[config.mk]
export PLATFORM = sky130hd
export DESIGN_NAME = autorange_capacitance_meter
export DESIGN_NICKNAME = d
export VERILOG_FILES = /design/src/rtl/core/acm_pkg.sv /design/src/rtl/core/acm_divider.sv /design/src/rtl/core/autorange_capacitance_meter.sv
export SDC_FILE = /design/constraint.sdc
export NUM_CORES = 1
export LEC_CHECK = 0
export ABC_AREA = 1
export ABC_CLOCK_PERIOD_IN_PS = 3730
export BUFFER_PORTS_ARGS = -buffer_cell sky130_fd_sc_hd__buf_2
export CELL_PAD_IN_SITES_DETAIL_PLACEMENT = 1
export CELL_PAD_IN_SITES_GLOBAL_PLACEMENT = 2
export CORE_MARGIN = 8
export CORE_UTILIZATION = 35
export CTS_BUF_LIST = sky130_fd_sc_hd__clkbuf_16
export DETAILED_ROUTE_END_ITERATION = 8
export PLACE_DENSITY = 0.78
export SYNTH_ARGS = -nofsm -noshare
export SYNTH_HDL_FRONTEND = slang
export SYNTH_SLANG_ARGS = --single-unit
[constraint.sdc]
create_clock -name clk -period 3.73 [get_ports clk]
set_input_delay 0.746 -clock clk [delete_from_list [all_inputs] [get_ports clk]]
set_output_delay 0.746 -clock clk [all_outputs]
set_load 0.05 [all_outputs]
[src/rtl/core/acm_pkg.sv]
// shared types and constants of the capacitance meter
package acm_pkg;
	localparam int COUNT_WIDTH_DEF   = 16;
	localparam int FRACTION_BITS_DEF = 8;

	localparam logic [2:0] REG_WIN_LOW  = 3'd0;
	localparam logic [2:0] REG_WIN_HIGH = 3'd1;
	localparam logic [2:0] REG_CALI_MV  = 3'd2;
	localparam logic [2:0] REG_MEAS_MV  = 3'd3;
	localparam logic [2:0] REG_CALI_REF = 3'd4;
	localparam logic [2:0] REG_WAIT_LIM = 3'd5;
	localparam logic [2:0] REG_DIS_STEP = 3'd6;

	localparam logic [1:0] RANGE_UF = 2'd0;
	localparam logic [1:0] RANGE_NF = 2'd1;
	localparam logic [1:0] RANGE_PF = 2'd2;

	localparam logic [1:0] ST_NONE    = 2'd0;
	localparam logic [1:0] ST_RERANGE = 2'd1;
	localparam logic [1:0] ST_OVER    = 2'd2;
	localparam logic [1:0] ST_NORMAL  = 2'd3;

	localparam logic [3:0] PH_START    = 4'd1;
	localparam logic [3:0] PH_CAL_DIS  = 4'd2;
	localparam logic [3:0] PH_CAL_CHG  = 4'd3;
	localparam logic [3:0] PH_CAL_WAIT = 4'd4;
	localparam logic [3:0] PH_IDLE     = 4'd5;
	localparam logic [3:0] PH_DIS      = 4'd6;
	localparam logic [3:0] PH_CHG      = 4'd7;
	localparam logic [3:0] PH_WAIT     = 4'd8;
	localparam logic [3:0] PH_CALC     = 4'd9;

	typedef enum logic [1:0] {
		CTL_IDLE,
		CTL_MUL,
		CTL_DIV,
		CTL_OUT
	} ctl_state_t;

	typedef struct packed {
		logic start;
		logic busy;
		logic done;
	} div_ctl_t;
endpackage

[src/rtl/core/acm_divider.sv]
// shift-add multiplier and restoring divider for the capacitance value
module acm_divider #(
	parameter int COUNT_WIDTH   = acm_pkg::COUNT_WIDTH_DEF,
	parameter int FRACTION_BITS = acm_pkg::FRACTION_BITS_DEF
) (
	input  logic                   clk,
	input  logic                   arst_n,
	input  logic                   start,
	input  logic [COUNT_WIDTH-1:0] count,
	input  logic [15:0]            cref,
	input  logic [COUNT_WIDTH-1:0] cal,
	input  logic                   uf,
	output logic                   busy,
	output logic                   done,
	output logic [31:0]            quot
);
	import acm_pkg::*;

	localparam int PW  = COUNT_WIDTH + 16;
	localparam int NW  = PW + FRACTION_BITS;
	localparam int DW  = COUNT_WIDTH + 4;
	localparam int CW  = $clog2(NW + 1);
	localparam int MCW = $clog2(PW + 1);

	ctl_state_t        st_q;
	logic [NW-1:0]     num_q;
	logic [DW-1:0]     den_q;
	logic [DW:0]       rem_q;
	logic [CW-1:0]     cnt_q;
	logic [15:0]       mb_q;
	logic [PW-1:0]     ma_q;
	logic [MCW-1:0]    mcnt_q;
	logic              sat_q;
	logic [DW:0]       trial;
	logic [DW:0]       diff;

	assign trial = {rem_q[DW-1:0], num_q[NW-1]};
	assign diff  = trial - {1'b0, den_q};
	assign busy  = (st_q != CTL_IDLE);

	always_ff @(posedge clk or negedge arst_n) begin
		if (!arst_n) begin
			st_q <= CTL_IDLE;
			done <= 1'b0;
		end else begin
			done <= 1'b0;
			unique case (st_q)
				CTL_IDLE: if (start) st_q <= CTL_MUL;
				CTL_MUL: if (mcnt_q == MCW'(16)) st_q <= CTL_DIV;
				CTL_DIV: if (sat_q || cnt_q == CW'(NW)) st_q <= CTL_OUT;
				CTL_OUT: begin
					st_q <= CTL_IDLE;
					done <= 1'b1;
				end
				default: st_q <= CTL_IDLE;
			endcase
		end
	end

	always_ff @(posedge clk) begin
		case (st_q)
			CTL_IDLE: begin
				num_q  <= '0;
				ma_q   <= PW'(count);
				mb_q   <= cref;
				mcnt_q <= '0;
				cnt_q  <= '0;
				rem_q  <= '0;
				den_q  <= uf ? (DW'(cal) << 3) + (DW'(cal) << 1) : DW'(cal);
				sat_q  <= (cal == '0);
			end
			CTL_MUL: begin
				// product builds in the numerator, fraction bits stay zero
				if (mb_q[0]) num_q <= num_q + (NW'(ma_q) << FRACTION_BITS);
				ma_q   <= ma_q << 1;
				mb_q   <= mb_q >> 1;
				mcnt_q <= mcnt_q + 1'b1;
			end
			CTL_DIV: begin
				if (!sat_q && cnt_q != CW'(NW)) begin
					if (!diff[DW]) begin
						rem_q <= diff;
						num_q <= {num_q[NW-2:0], 1'b1};
					end else begin
						rem_q <= trial;
						num_q <= {num_q[NW-2:0], 1'b0};
					end
					cnt_q <= cnt_q + 1'b1;
				end
			end
			CTL_OUT: begin
				if (sat_q) quot <= '1;
				else if (NW > 32 && |(num_q >> 32)) quot <= '1;
				else quot <= 32'(num_q);
			end
			default: ;
		endcase
	end
endmodule

[src/rtl/core/autorange_capacitance_meter.sv]
// top level of the auto-ranging charge-time capacitance meter
//  channel  valid     stall     payload
//  in       in_valid  in_stall  action adc_mv own_request other_busy
//  out      out_valid out_stall range_switches .. value_ready
//  cfg      cfg_we    -         cfg_index cfg_data
// ticks and ordinary steps: the beat is registered in pend_q, then in out_valid; no input is accepted until it leaves
// the capacitance step runs the divider: a shift-add multiply, then a restoring divide
// in_stall stays high while a beat is built or waits, or the divider runs
// reset puts the sequencer before its start phase with the meter discharged
module autorange_capacitance_meter #(
	parameter int COUNT_WIDTH   = acm_pkg::COUNT_WIDTH_DEF,
	parameter int FRACTION_BITS = acm_pkg::FRACTION_BITS_DEF
) (
	input  logic        clk,
	input  logic        arst_n,
	input  logic        cfg_we,
	input  logic [2:0]  cfg_index,
	input  logic [15:0] cfg_data,
	input  logic        in_valid,
	output logic        in_stall,
	input  logic        action,
	input  logic [12:0] adc_mv,
	input  logic        own_request,
	input  logic        other_busy,
	output logic        out_valid,
	input  logic        out_stall,
	output logic [2:0]  range_switches,
	output logic        charging,
	output logic        measure_mode,
	output logic [6:0]  progress,
	output logic [1:0]  result_status,
	output logic [1:0]  active_range,
	output logic [31:0] cap_value,
	output logic        value_ready
);
	import acm_pkg::*;

	logic [12:0] win_lo_q, win_hi_q, cali_mv_q, meas_mv_q;
	logic [15:0] cref_q;
	logic [7:0]  wait_lim_q, dis_steps_q;

	logic [3:0]             phase_q;
	logic [1:0]             nrange_q, crange_q;
	logic [COUNT_WIDTH-1:0] tick_q, cal_q;
	logic [7:0]             dwait_q, cwait_q;
	logic                   timer_q;
	logic [2:0]             sw_q;
	logic                   chg_q, mode_q;
	logic [6:0]             prog_q;
	logic [1:0]             stat_q;
	logic [31:0]            cap_q;
	logic                   pend_q;
	logic                   calc_q;
	div_ctl_t               dctl;
	logic [31:0]            quot;
	logic                   in_acc;
	logic [7:0]             dw_n, cw_n;

	assign in_stall = out_valid || pend_q || calc_q || dctl.busy;
	assign in_acc   = in_valid && !in_stall;
	assign dw_n     = dwait_q + 8'd1;
	assign cw_n     = cwait_q + 8'd1;
	assign dctl.start = in_acc && action && own_request && !other_busy &&
		phase_q == PH_CALC && crange_q <= RANGE_PF;

	always_ff @(posedge clk or negedge arst_n) begin
		if (!arst_n) begin
			win_lo_q <= 13'd2; win_hi_q <= 13'd1580;
			cali_mv_q <= 13'd1800; meas_mv_q <= 13'd2200;
			cref_q <= 16'd220; wait_lim_q <= 8'd55; dis_steps_q <= 8'd3;
		end else if (cfg_we) begin
			unique case (cfg_index)
				REG_WIN_LOW:  win_lo_q    <= cfg_data[12:0];
				REG_WIN_HIGH: win_hi_q    <= cfg_data[12:0];
				REG_CALI_MV:  cali_mv_q   <= cfg_data[12:0];
				REG_MEAS_MV:  meas_mv_q   <= cfg_data[12:0];
				REG_CALI_REF: cref_q      <= cfg_data;
				REG_WAIT_LIM: wait_lim_q  <= cfg_data[7:0];
				REG_DIS_STEP: dis_steps_q <= cfg_data[7:0];
				default: ;
			endcase
		end
	end

	acm_divider #(.COUNT_WIDTH(COUNT_WIDTH), .FRACTION_BITS(FRACTION_BITS)) u_div (
		.clk(clk), .arst_n(arst_n), .start(dctl.start), .count(tick_q),
		.cref(cref_q), .cal(cal_q), .uf(crange_q == RANGE_UF),
		.busy(dctl.busy), .done(dctl.done), .quot(quot)
	);

	always_ff @(posedge clk or negedge arst_n) begin
		if (!arst_n) begin
			phase_q <= '0; nrange_q <= RANGE_UF; crange_q <= RANGE_UF;
			tick_q <= '0; cal_q <= '0; dwait_q <= '0; cwait_q <= '0;
			timer_q <= 1'b0; sw_q <= 3'b111; chg_q <= 1'b0; mode_q <= 1'b0;
			prog_q <= '0; stat_q <= ST_NONE; cap_q <= '0;
			pend_q <= 1'b0; calc_q <= 1'b0; out_valid <= 1'b0; value_ready <= 1'b0;
		end else begin
			if (out_valid && !out_stall) out_valid <= 1'b0;
			if (pend_q) begin
				// register the beat from the updated state
				pend_q <= 1'b0; out_valid <= 1'b1;
			end
			if (dctl.done) begin
				cap_q <= quot; calc_q <= 1'b0; out_valid <= 1'b1;
			end
			if (in_acc) begin
				value_ready <= action && own_request && !other_busy && phase_q == PH_CALC;
				pend_q <= !dctl.start;
				if (!action) begin
					if (timer_q && adc_mv > win_lo_q && adc_mv < win_hi_q)
						tick_q <= tick_q + 1'b1;
				end else if (own_request && !other_busy) begin
					case (phase_q)
						PH_START: begin
							prog_q <= 7'd1; mode_q <= 1'b0; phase_q <= PH_CAL_DIS;
							sw_q <= 3'b111; chg_q <= 1'b0;
						end
						PH_CAL_DIS, PH_DIS: begin
							if (dw_n > dis_steps_q) begin
								dwait_q <= '0;
								prog_q  <= (phase_q == PH_CAL_DIS) ? 7'd10 : 7'd50;
								phase_q <= (phase_q == PH_CAL_DIS) ? PH_CAL_CHG : PH_CHG;
							end else
								dwait_q <= dw_n;
						end
						PH_CAL_CHG: begin
							chg_q <= 1'b1; sw_q <= 3'b110; crange_q <= RANGE_UF;
							timer_q <= 1'b1; phase_q <= PH_CAL_WAIT; prog_q <= 7'd15;
						end
						PH_CAL_WAIT: begin
							if (adc_mv > cali_mv_q) begin
								cal_q <= tick_q; tick_q <= '0; timer_q <= 1'b0;
								phase_q <= PH_DIS; sw_q <= 3'b111; chg_q <= 1'b0;
								mode_q <= 1'b1; prog_q <= 7'd20;
							end
						end
						PH_IDLE: ;
						PH_CHG: begin
							tick_q <= '0; chg_q <= 1'b1;
							if (nrange_q <= RANGE_PF) begin
								sw_q <= 3'b111 & ~(3'b001 << nrange_q);
								crange_q <= nrange_q;
							end
							timer_q <= 1'b1; phase_q <= PH_WAIT; prog_q <= 7'd70;
						end
						PH_WAIT: begin
							if (cw_n > wait_lim_q || adc_mv > meas_mv_q) begin
								cwait_q <= '0; timer_q <= 1'b0; prog_q <= 7'd90;
								if (nrange_q <= RANGE_PF) begin
									sw_q <= 3'b111; chg_q <= 1'b0; mode_q <= 1'b1;
								end
								case (nrange_q)
									RANGE_UF: begin
										if (32'(tick_q) < 32'd40) begin
											nrange_q <= RANGE_NF; stat_q <= ST_RERANGE;
											phase_q <= PH_DIS;
										end else if (32'(tick_q) > 32'd3200) begin
											stat_q <= ST_OVER; phase_q <= PH_DIS;
										end else begin
											stat_q <= ST_NORMAL; phase_q <= PH_CALC;
										end
									end
									RANGE_NF: begin
										if (32'(tick_q) < 32'd4) begin
											nrange_q <= RANGE_PF; stat_q <= ST_RERANGE;
											phase_q <= PH_DIS;
										end else if (32'(tick_q) > 32'd4000) begin
											nrange_q <= RANGE_UF; stat_q <= ST_RERANGE;
											phase_q <= PH_DIS;
										end else begin
											stat_q <= ST_NORMAL; phase_q <= PH_CALC;
										end
									end
									RANGE_PF: begin
										if (32'(tick_q) < 32'd4) begin
											stat_q <= ST_OVER; phase_q <= PH_DIS;
										end else if (32'(tick_q) > 32'd4000) begin
											nrange_q <= RANGE_NF; stat_q <= ST_RERANGE;
											phase_q <= PH_DIS;
										end else begin
											stat_q <= ST_NORMAL; phase_q <= PH_CALC;
										end
									end
									// unused range code leaves range and status alone
									default: ;
								endcase
							end else
								cwait_q <= cw_n;
						end
						PH_CALC: begin
							prog_q <= 7'd100; phase_q <= PH_DIS;
							if (crange_q <= RANGE_PF)
								calc_q <= 1'b1;
						end
						default: phase_q <= PH_START;
					endcase
				end
			end
		end
	end

	assign range_switches = sw_q;
	assign charging       = chg_q;
	assign measure_mode   = mode_q;
	assign progress       = prog_q;
	assign result_status  = stat_q;
	assign active_range   = crange_q;
	assign cap_value      = cap_q;
endmodule

==> results.toml, run 1 <==
[floorplanning]
die_y_um = 263.9
top_level_ports = 91
die_w_um = 263.9
design.core.area_mm2 = 0.06126
core.rowCount = 91
start_util_pct = 35.11
die-area_mm2 = 0.06964

[synthesis]
ys_top_cells_by_count = "nand2_1 (718), inv_1 (372), o21ai_0 (235)"
synth_seq_area_share_pct = 46.90
yosys-top-cells-area = "edfxtp_1 (24%), dfrtp_1 (19%), nand2_1 (13%)"
avgSynthCellArea_um2 = 8.209
synth_edf_count = 173
synth_ff_type = "edfxtp_1"
synth_area_mm2 = 0.02151
ys_types = 53
yosysMostFrequentCell = "nand2_1"
synth_warnings = 0
ys_seq_elements = 367
yosysTopAreaCellShare_pct = 24.15
async_flop_share_pct = 52.86
synthesis.instances = 2620
synthesis.nets = 2811
yosys.area.top_type = "edfxtp_1"

[place]
place.gp.congestion = 0.8621
portBuffers = 90
hpwl_um = 48720

[detailed_routing]
routed_via_density = 5.030
drt_iter0_drc = 814
routed_wl_um = 63960
ant_nets = 0
wl_per_cell_um = 18.03
drc = 0
dr.pass1.iters = 5
vias = 17850

[setup_path]
r2r_slack_ps = 840
cp_slowest_stage_delay_ps = 430
cp_data_required_time_ps = 2980
path_class = "flop to output port"
cp.buffers_inverters = 3
worstSetupEndpointType = "output port"
cp_cell_sequence = "inv_1 > ha_1 > buf_4 > nand3_1 > buf_2"
r2r_cells = 16
setup.worst_path.start_class = "flop"
crit_path_top_delay_cell = "dfrtp_1"
crit_family = "buffers and inverters"
r2r_end = "phase_q[2]"
arrival_ps = 2160
reg2reg_from = "dwait_q[0]"
worst-path-max-fanout = 25

[clock_network]
cts_resized = 0
cts_root_buf = "clkbuf_16"
insertion_delay_ps = 590
cts_tree = "yes"
htree_levels = 2
clkTransAtPathRegs_ps = 60
cts_hold_buf = 0
cts_buffers = 45
clockBufferDepth = 3
cts_sinks = 367
cts_setup_buffers = 0

[power]
p_leak_nw = 11.04
power_mw = 9.614
switchingPower_mw = 2.415
power.density_mw_per_mm2 = 395.6
ir_worst_vdd_mv = 0.3682
pwr-share-comb_pct = 8.1
internal_power_mw = 7.199
power_frac_seq_pct = 47.6
pwr-share-clk_pct = 44.3
p_sw_share_pct = 25.12

[timing]
setup_viol = 0
fin_skew_ps = 26.73
slew_headroom_pct = 28.32
period_minus_slack_ps = 2910
fin_setup_tns_ps = 0
finalMaxSlewViolations = 0
period_share_pct = 78.02
grt_setup_unrepaired = "no"
max_freq_mhz = 343.6
worst_pin_slew_ps = 1072
final_hold_viol_count = 0

[outcome]
outcome = "completed"

[finish]
syn_to_final_growth_pct = 13.00
num_antenna_cells = 0
fillCellCount = 7340
final_nets = 2913
final_layout_size_suffix_gt1_share_pct = 9.681

[global_routing]
grt_overflow = 0
met3_usage_pct = 3.096
grt_pass1_wl_um = 104000
grt_pass1_vias = 19280
antenna_found_initial = 1
use_met2_pct = 32.03
met1_usage_pct = 22.36
grtUsageTotal_pct = 18.33
grt_max_degree = 100
grt-busiest-layer = "met2"

[worst_hold_path]
hold_path_class = "input port to asynchronous set/reset pin"

[job]
cap_violations = 0
-- cells in the final DEF, fill, tap and decap left out, types with 39 or more instances in the layout --
cell type | Yosys | final
o21ai_0 | 235 | 234
nand2_1 | 718 | 717
dfrtp_1 | 165 | 165
nor2_1 | 212 | 211
edfxtp_1 | 173 | 173
inv_1 | 372 | 378
ha_1 | 148 | 147
nand4_1 | 39 | 39
nand3_1 | 135 | 135
a21oi_1 | 125 | 125
buf_2 | 3 | 89
clkbuf_16 | 0 | 46
-- routing by layer --
layer	vias up	share of wire (%)
met5	-	0.019
met2	245	48
met3	118	3.5
met4	2	4.1
li1	8817	-
met1	8664	44
-- sequential cells by signal, summed over array words and instances, names as in the netlist, 13 cells and up --
name and cells:
u_div.num_q 40, u_div.mb_q 16, u_div.quot 32, win_lo_q 13
meas_mv_q 13, cref_q 16, tick_q 16, u_div.rem_q 20
u_div.den_q 20, cap_value 32, cal_q 16, win_hi_q 13
u_div.ma_q 32, cali_mv_q 13
-- worst register-to-register path: stages, from the launching register on --
cell and delay [ps]:
dfrtp_1 420, nand3_1 180, nor3_1 240, nand2_1 100, xor2_1 170, ha_1 300, nand2_1 70, nor2_1 150
nand2_1 70, nand2_1 70, nand2_1 180, nand2_1 180, nand2_1 70, nor2_1 270, nand2_1 170, nand2_1 100
nand2_1 50
-- kinds of logic (layout without fill, tap and decap cells) --
kind of cell	after synthesis	count (layout)	share of synthesized area (%)
muxes	34	34	1.780
and+or+nand+nor	1188	1188	23.14
AOI/OAI and AO/OA	414	414	10.15
adders and majority gates	151	151	8.889
xor gates and xnor gates	35	35	1.425
buffers and inverters	431	569	7.726
DFF	367	367	46.90
-- worst max-delay path by stage --
stage	from	endpoint	slack (ps)	cells after the start
after floorplan	u_div.st_q[0]	u_div.cnt_q[0]	70	4
after CTS	u_div.st_q[1]	in_stall	740	5
after global routing	dwait_q[0]	phase_q[2]	460	16
final	u_div.st_q[1]	in_stall	820	5
after global placement	adc_mv[8]	tick_q[10]	800	15
after detailed placement	adc_mv[12]	tick_q[12]	730	15
-- area by class of cell --
class,count,area [µm²],area share (%)
clock buffer,46,1151,4.736
tap,790,988.4,4.067
sequential,367,10090,41.50
clock inverter,37,260.3,1.071
multi-input combinational,1822,9776,40.22
timing repair buffer,109,626.9,2.579
inverter,377,1415,5.823
-- power groups by stage --
stage	clock network (mW)	registers (mW)	logic, mW
5_1_grt	4.52	4.60	0.926
3_3_place_gp	0	4.64	0.749
4_1_cts	4.41	4.58	0.799
2_1_floorplan	0	4.62	0.511
6_report	4.26	4.58	0.779
3_5_place_dp	0	4.65	0.792
-- metrics by stage --
stage	cell area, µm²	cells	hold WS, ps	worst slack [ps]	util, %
after floorplan	21510	2620	441.9	72.59	-
after global placement	22890	3465	456.0	800.7	37.37
after detailed placement	22890	3465	464.1	732.6	37.37
after CTS	24300	3548	121.9	741.6	39.67
after global routing	24300	3548	153.7	461.5	39.67
final	24300	3548	132.9	820.0	39.67
Note: power is estimated with default switching activity, not from simulation.
==> inputs of run 2 (changes only) <==
ABC_CLOCK_PERIOD_IN_PS = 2510   (was 3730)
clock period = 2.51 ns   (was 3.73 ns; I/O delays follow)
==> results.toml, run 2 (synthesis results as in run 1) <==
[outcome]
outcome = "completed"

[global_routing]
grt_max_degree = 56
grtUsageTotal_pct = 18.81
grt_overflow = 0
antenna_found_initial = 3
grt_pass1_vias = 19780
grt_pass1_wl_um = 106800

[finish]
multiInputGateArea_mm2 = 0.01013
syn_to_final_growth_pct = 18.74
largest_reg_flops = 40
fillCellCount = 7301
utilization_pct = 41.69
num_antenna_cells = 0
final_layout_size_suffix_gt1_share_pct = 14.94
register_area_mm2 = 0.01009
final_cell_mix = "nand2_1 (699), inv_1 (382), o21ai_0 (224), nor2_1 (203), edfxtp_1 (173)"
regMostFlops = "u_div.num_q"
final_common_cell = "nand2_1"
final_nets = 3005

[place]
post-place-ws_ps = -201.7
hpwl_um = 50410
place.gp.congestion = 0.8878
portBuffers = 90

[detailed_routing]
vias = 18230
drt_iter0_drc = 840
drc = 0
routed_via_density = 5.007
routed_wl_um = 66440
wl_per_cell_um = 18.25
ant_nets = 0
dr.pass1.iters = 5

[timing]
fin_skew_ps = 28.05
finalWorstSetupSlack_ps = 30.50
finalMaxSlewViolations = 0
fin_setup_tns_ps = 0
final_hold_viol_count = 0
worst_pin_slew_ps = 536.0
setup_viol = 0
slew_headroom_pct = 63.99
max_freq_mhz = 403.3
period_share_pct = 98.79
grt_setup_unrepaired = "yes"
period_minus_slack_ps = 2480

[floorplanning]
core.rowCount = 91
start_util_pct = 35.11
die-area_mm2 = 0.06964
design.core.area_mm2 = 0.06126
top_level_ports = 91
die_w_um = 263.9
die_y_um = 263.9

[power]
p_leak_nw = 11.63
power.density_mw_per_mm2 = 571.1
ir_worst_vdd_mv = 0.5089
power_mw = 14.58

[clock_network]
insertion_delay_ps = 600
htree_levels = 2
cts_buffers = 46
clockBufferDepth = 3
clkTransAtPathRegs_ps = 60
cts_tree = "yes"
cts_sinks = 367
cts_root_buf = "clkbuf_16"

[setup_path]
worst-path-max-fanout = 6
worstSetupEndpointType = "flop"
cp_data_required_time_ps = 2990
arrival_ps = 2960
path_class = "flop to flop"
setup.worst_path.start_class = "flop"

[worst_hold_path]
hold_path_class = "input port to flop"

[job]
cap_violations = 0
-- run 2: metrics by stage --
step,cells,hold WS (ps),instance area (µm²)
2_1_floorplan,2620,206.4,21520
3_3_place_gp,3541,458.5,23540
3_5_place_dp,3541,468.4,23540
4_1_cts,3631,108.0,25140
5_1_grt,3641,131.9,25540
6_report,3641,141.3,25540
-- run 2: layout make-up --
cell class / instances / share of cell area, %
inverter: 377 / 5.541
timing repair buffer: 199 / 5.649
tap: 790 / 3.871
sequential: 367 / 39.50
multi-input combinational: 1823 / 39.66
clock inverter: 38 / 1.181
clock buffer: 47 / 4.606
-- run 2: final timing paths --
path | start | end | slack (ps) | cells after the start
max | cwait_q[0] | progress[0] | 30 | 17
min | out_stall | out_valid | 140 | 2
max reg2reg | cwait_q[0] | progress[0] | 30 | 17
min reg2reg | u_div.quot[8] | cap_value[8] | 480 | 1
max in group asynchronous | arst_n | dis_steps_q[1] | 1380 | 3
min in group asynchronous | arst_n | cap_value[9] | 420 | 2
-- run 2: what timing repair did --
| action | in CTS | in global routing |
|---|---|---|
| endpoints found under the hold margin | 35 | 0 |
| buffers inserted | 4 | 7 |
| endpoints found under the setup margin | 32 | 73 |
| gates resized for setup | 23 | 66 |
| hold buffers | 1 | 0 |
| gates cloned | 0 | 3 |
| pin swaps | 6 | 31 |
-- run 2: routing by layer --
| metal | routed length, µm | up-vias | track usage [%] |
|---|---|---|---|
| met2 | 33380 | 245 | 34.01 |
| met3 | 2064 | 102 | 2.399 |
| met5 | 8 | - | 0 |
| li1 | - | 9002 | - |
| met4 | 1962 | 2 | 5.679 |
| met1 | 29020 | 8878 | 23.16 |
-- run 2: report_power, final --
part | leakage, nW | internal [mW] | switching [mW]
Clock | 0.763 | 3.74 | 2.79
Sequential | 4.18 | 6.64 | 0.162
Combinational | 6.69 | 0.482 | 0.769
-- run 2: critical path: stages, from the launching register on --
cell and delay (ps):
dfrtp_1 410, ha_2 220, nand2_2 80, nor2_4 120, nand2_2 80, xor2_2 170, inv_2 70, ha_4 280
nand2_4 50, o21a_1 160, nand2_1 70, nand2_2 80, nand3_4 110, buf_6 140, buf_6 110, nand4_1 100
nand2_1 90, inv_1 40
==> inputs of run 3 (changes only) <==
ABC_AREA = 0   (was 1)
CORE_UTILIZATION = 38   (was 35)
PLACE_DENSITY = 0.77   (was 0.78)
==> results.toml, run 3 <==
[finish]
largest_reg_flops = 40
design_area_mm2 = 0.02696
regMostFlops = "u_div.num_q"
final_cell_mix = "buf_4 (312), edfxtp_1 (173), dfrtp_1 (164), nand2_1 (143)"
syn_to_final_growth_pct = 32.13
final_common_cell = "buf_4"
final_cells = 3034
num_antenna_cells = 0
utilization_pct = 50.40
final_layout_size_suffix_gt1_share_pct = 38.20
final_nets = 2493

[timing]
final_hold_viol_count = 0
slew_headroom_pct = 56.94
finalMaxSlewViolations = 0
period_minus_slack_ps = 3102
setup_viol = 105
max_freq_mhz = 322.4
finalWorstSetupSlack_ps = -591.8
period_share_pct = 123.6
grt_setup_unrepaired = "yes"
worst_pin_slew_ps = 645.9
fin_skew_ps = 36.80

[place]
place.gp.congestion = 0.8034
place_area_mm2 = 0.02395
portBuffers = 90
dp_cells = 2883
hpwl_um = 41850

[job]
cap_violations = 0

[synthesis]
synthesis.nets = 2068
ys_seq_elements = 367
yosys.area.top_type = "edfxtp_1"
synth_ff_type = "edfxtp_1"
yosysMostFrequentCell = "edfxtp_1"
ys_top_cells_by_count = "edfxtp_1 (173), dfrtp_1 (165), o21ai_0 (158)"
yosys-top-cells-area = "edfxtp_1 (25%), dfrtp_1 (20%), ha_1 (9.1%)"
synth_warnings = 0
avgSynthCellArea_um2 = 10.87
async_flop_share_pct = 52.86
synthesis.instances = 1877
ys_types = 85
synth_edf_count = 173
synth_seq_area_share_pct = 49.43
synth_area_mm2 = 0.02040
yosysTopAreaCellShare_pct = 25.46

[setup_path]
cpMostUsedCell = "and3_4"
cp_slowest_stage_delay_ps = 440
worst-path-max-fanout = 5
cp.buffers_inverters = 1
cp_cell_sequence = "and3_4 > and3_4 > and3_4 > xor2_4 > ha_4 > nand4_1 > o311a_4 > nor3_4 > buf_6 > o21ai_4 > or4_4 > nand3_2"
worstSetupEndpointType = "flop"
crit_family = "simple AND/OR/NAND/NOR gates"
path_class = "flop to flop"
r2r_cells = 12
cp_num_cells = 12
arrival_ps = 3600
setup.worst_path.start_class = "flop"
cp_data_required_time_ps = 3010
crit_path_top_delay_cell = "o311a_4"

[power]
power_mw = 14.53
ir_worst_vdd_mv = 0.5195
p_leak_nw = 12.62
power.density_mw_per_mm2 = 538.9

[detailed_routing]
drc = 0
ant_nets = 0
drt_iter0_drc = 575
dr.pass1.iters = 4
vias = 15970
wl_per_cell_um = 19.76
routed_via_density = 5.265
routed_wl_um = 59950

[global_routing]
grt_pass1_vias = 17800
grtUsageTotal_pct = 19.35
grt_overflow = 0
grt_max_degree = 55
antenna_found_initial = 1
grt_pass1_wl_um = 95300

[clock_network]
insertion_delay_ps = 590
htree_levels = 2
clkTransAtPathRegs_ps = 60
cts_root_buf = "clkbuf_16"
cts_buffers = 45
clockBufferDepth = 3
cts_sinks = 367
cts_tree = "yes"

[floorplanning]
die_y_um = 247.7
start_util_pct = 38.14
design.core.area_mm2 = 0.05350
top_level_ports = 91
die_w_um = 247.7
die-area_mm2 = 0.06136
core.rowCount = 85

[outcome]
violations = "setup timing"
outcome = "finished, violations left"

[worst_hold_path]
hold_path_class = "input port to flop"
worstHoldPathCells = 2
==> run 3: changes by cell type after synthesis, moves of 54 or more <==
cell / change
nand2_1: -568
inv_1: -249
nor2_1: -116
nand3_1: -98
mux2_2: +93
o21ai_0: -77
a21oi_1: -54
==> run 3: layout make-up <==
cell class / count / area, µm²
sequential: 367 / 10090
fill: 5728 / 26540
timing repair buffer: 447 / 3396
clock inverter: 37 / 220.2
multi-input combinational: 1316 / 10770
clock buffer: 46 / 1151
tap: 696 / 870.8
inverter: 125 / 469.2
==> run 3: logic make-up after synthesis <==
group	count (synthesis)	share of synthesized area (%)
xor+xnor	80	3.471
buf+inv	196	3.796
compound gates	435	13.63
flops	367	49.43
simple gates	505	12.51
mux	143	7.794
fa+ha+maj	151	9.370
==> run 3: path summary, 6_finish.rpt <==
check                             from             to  slack (ps)
max                         dwait_q[4]    progress[5]        -590
min                          out_stall      out_valid         160
max reg2reg                 dwait_q[4]    progress[5]        -590
min reg2reg                progress[2]    progress[2]         480
max in group asynchronous       arst_n  wait_lim_q[0]        1320
min in group asynchronous       arst_n      out_valid         420
==> run 3: metal layers <==
layer  up-vias  track usage [%]  wire, µm
li1       7621                -         -
met1      8054            23.34     25670
met2       192            35.16     31100
met3       104            2.916      1686
met4         2            6.043      1487
met5         -                0        13
==> run 3: timing repair <==
| item | CTS | global route |
|---|---|---|
| gates resized for setup | 187 | 96 |
| cloned | 5 | 0 |
| pin swaps | 80 | 65 |
| setup buffers | 40 | 35 |
| hold buffers | 1 | 0 |
| endpoints found under the setup margin | 116 | 122 |
| endpoints found under the hold margin | 37 | 0 |
==> run 3: power breakdown <==
part	switching, mW	internal, mW	leakage (nW)
Combinational	0.777	0.760	7.33
Sequential	0.148	6.69	4.55
Clock	2.64	3.51	0.735
Total	3.56	11.0	12.6
==> run 3: stage by stage <==
step	hold slack, ps	setup TNS [ps]	setup WS [ps]
after global routing	158.3	-36480	-687.7
final	158.0	-24230	-591.8
after CTS	131.5	-24870	-485.8
after floorplan	206.4	-17170	-354.6
after global placement	462.8	-32860	-624.5
after detailed placement	466.1	-40840	-667.9
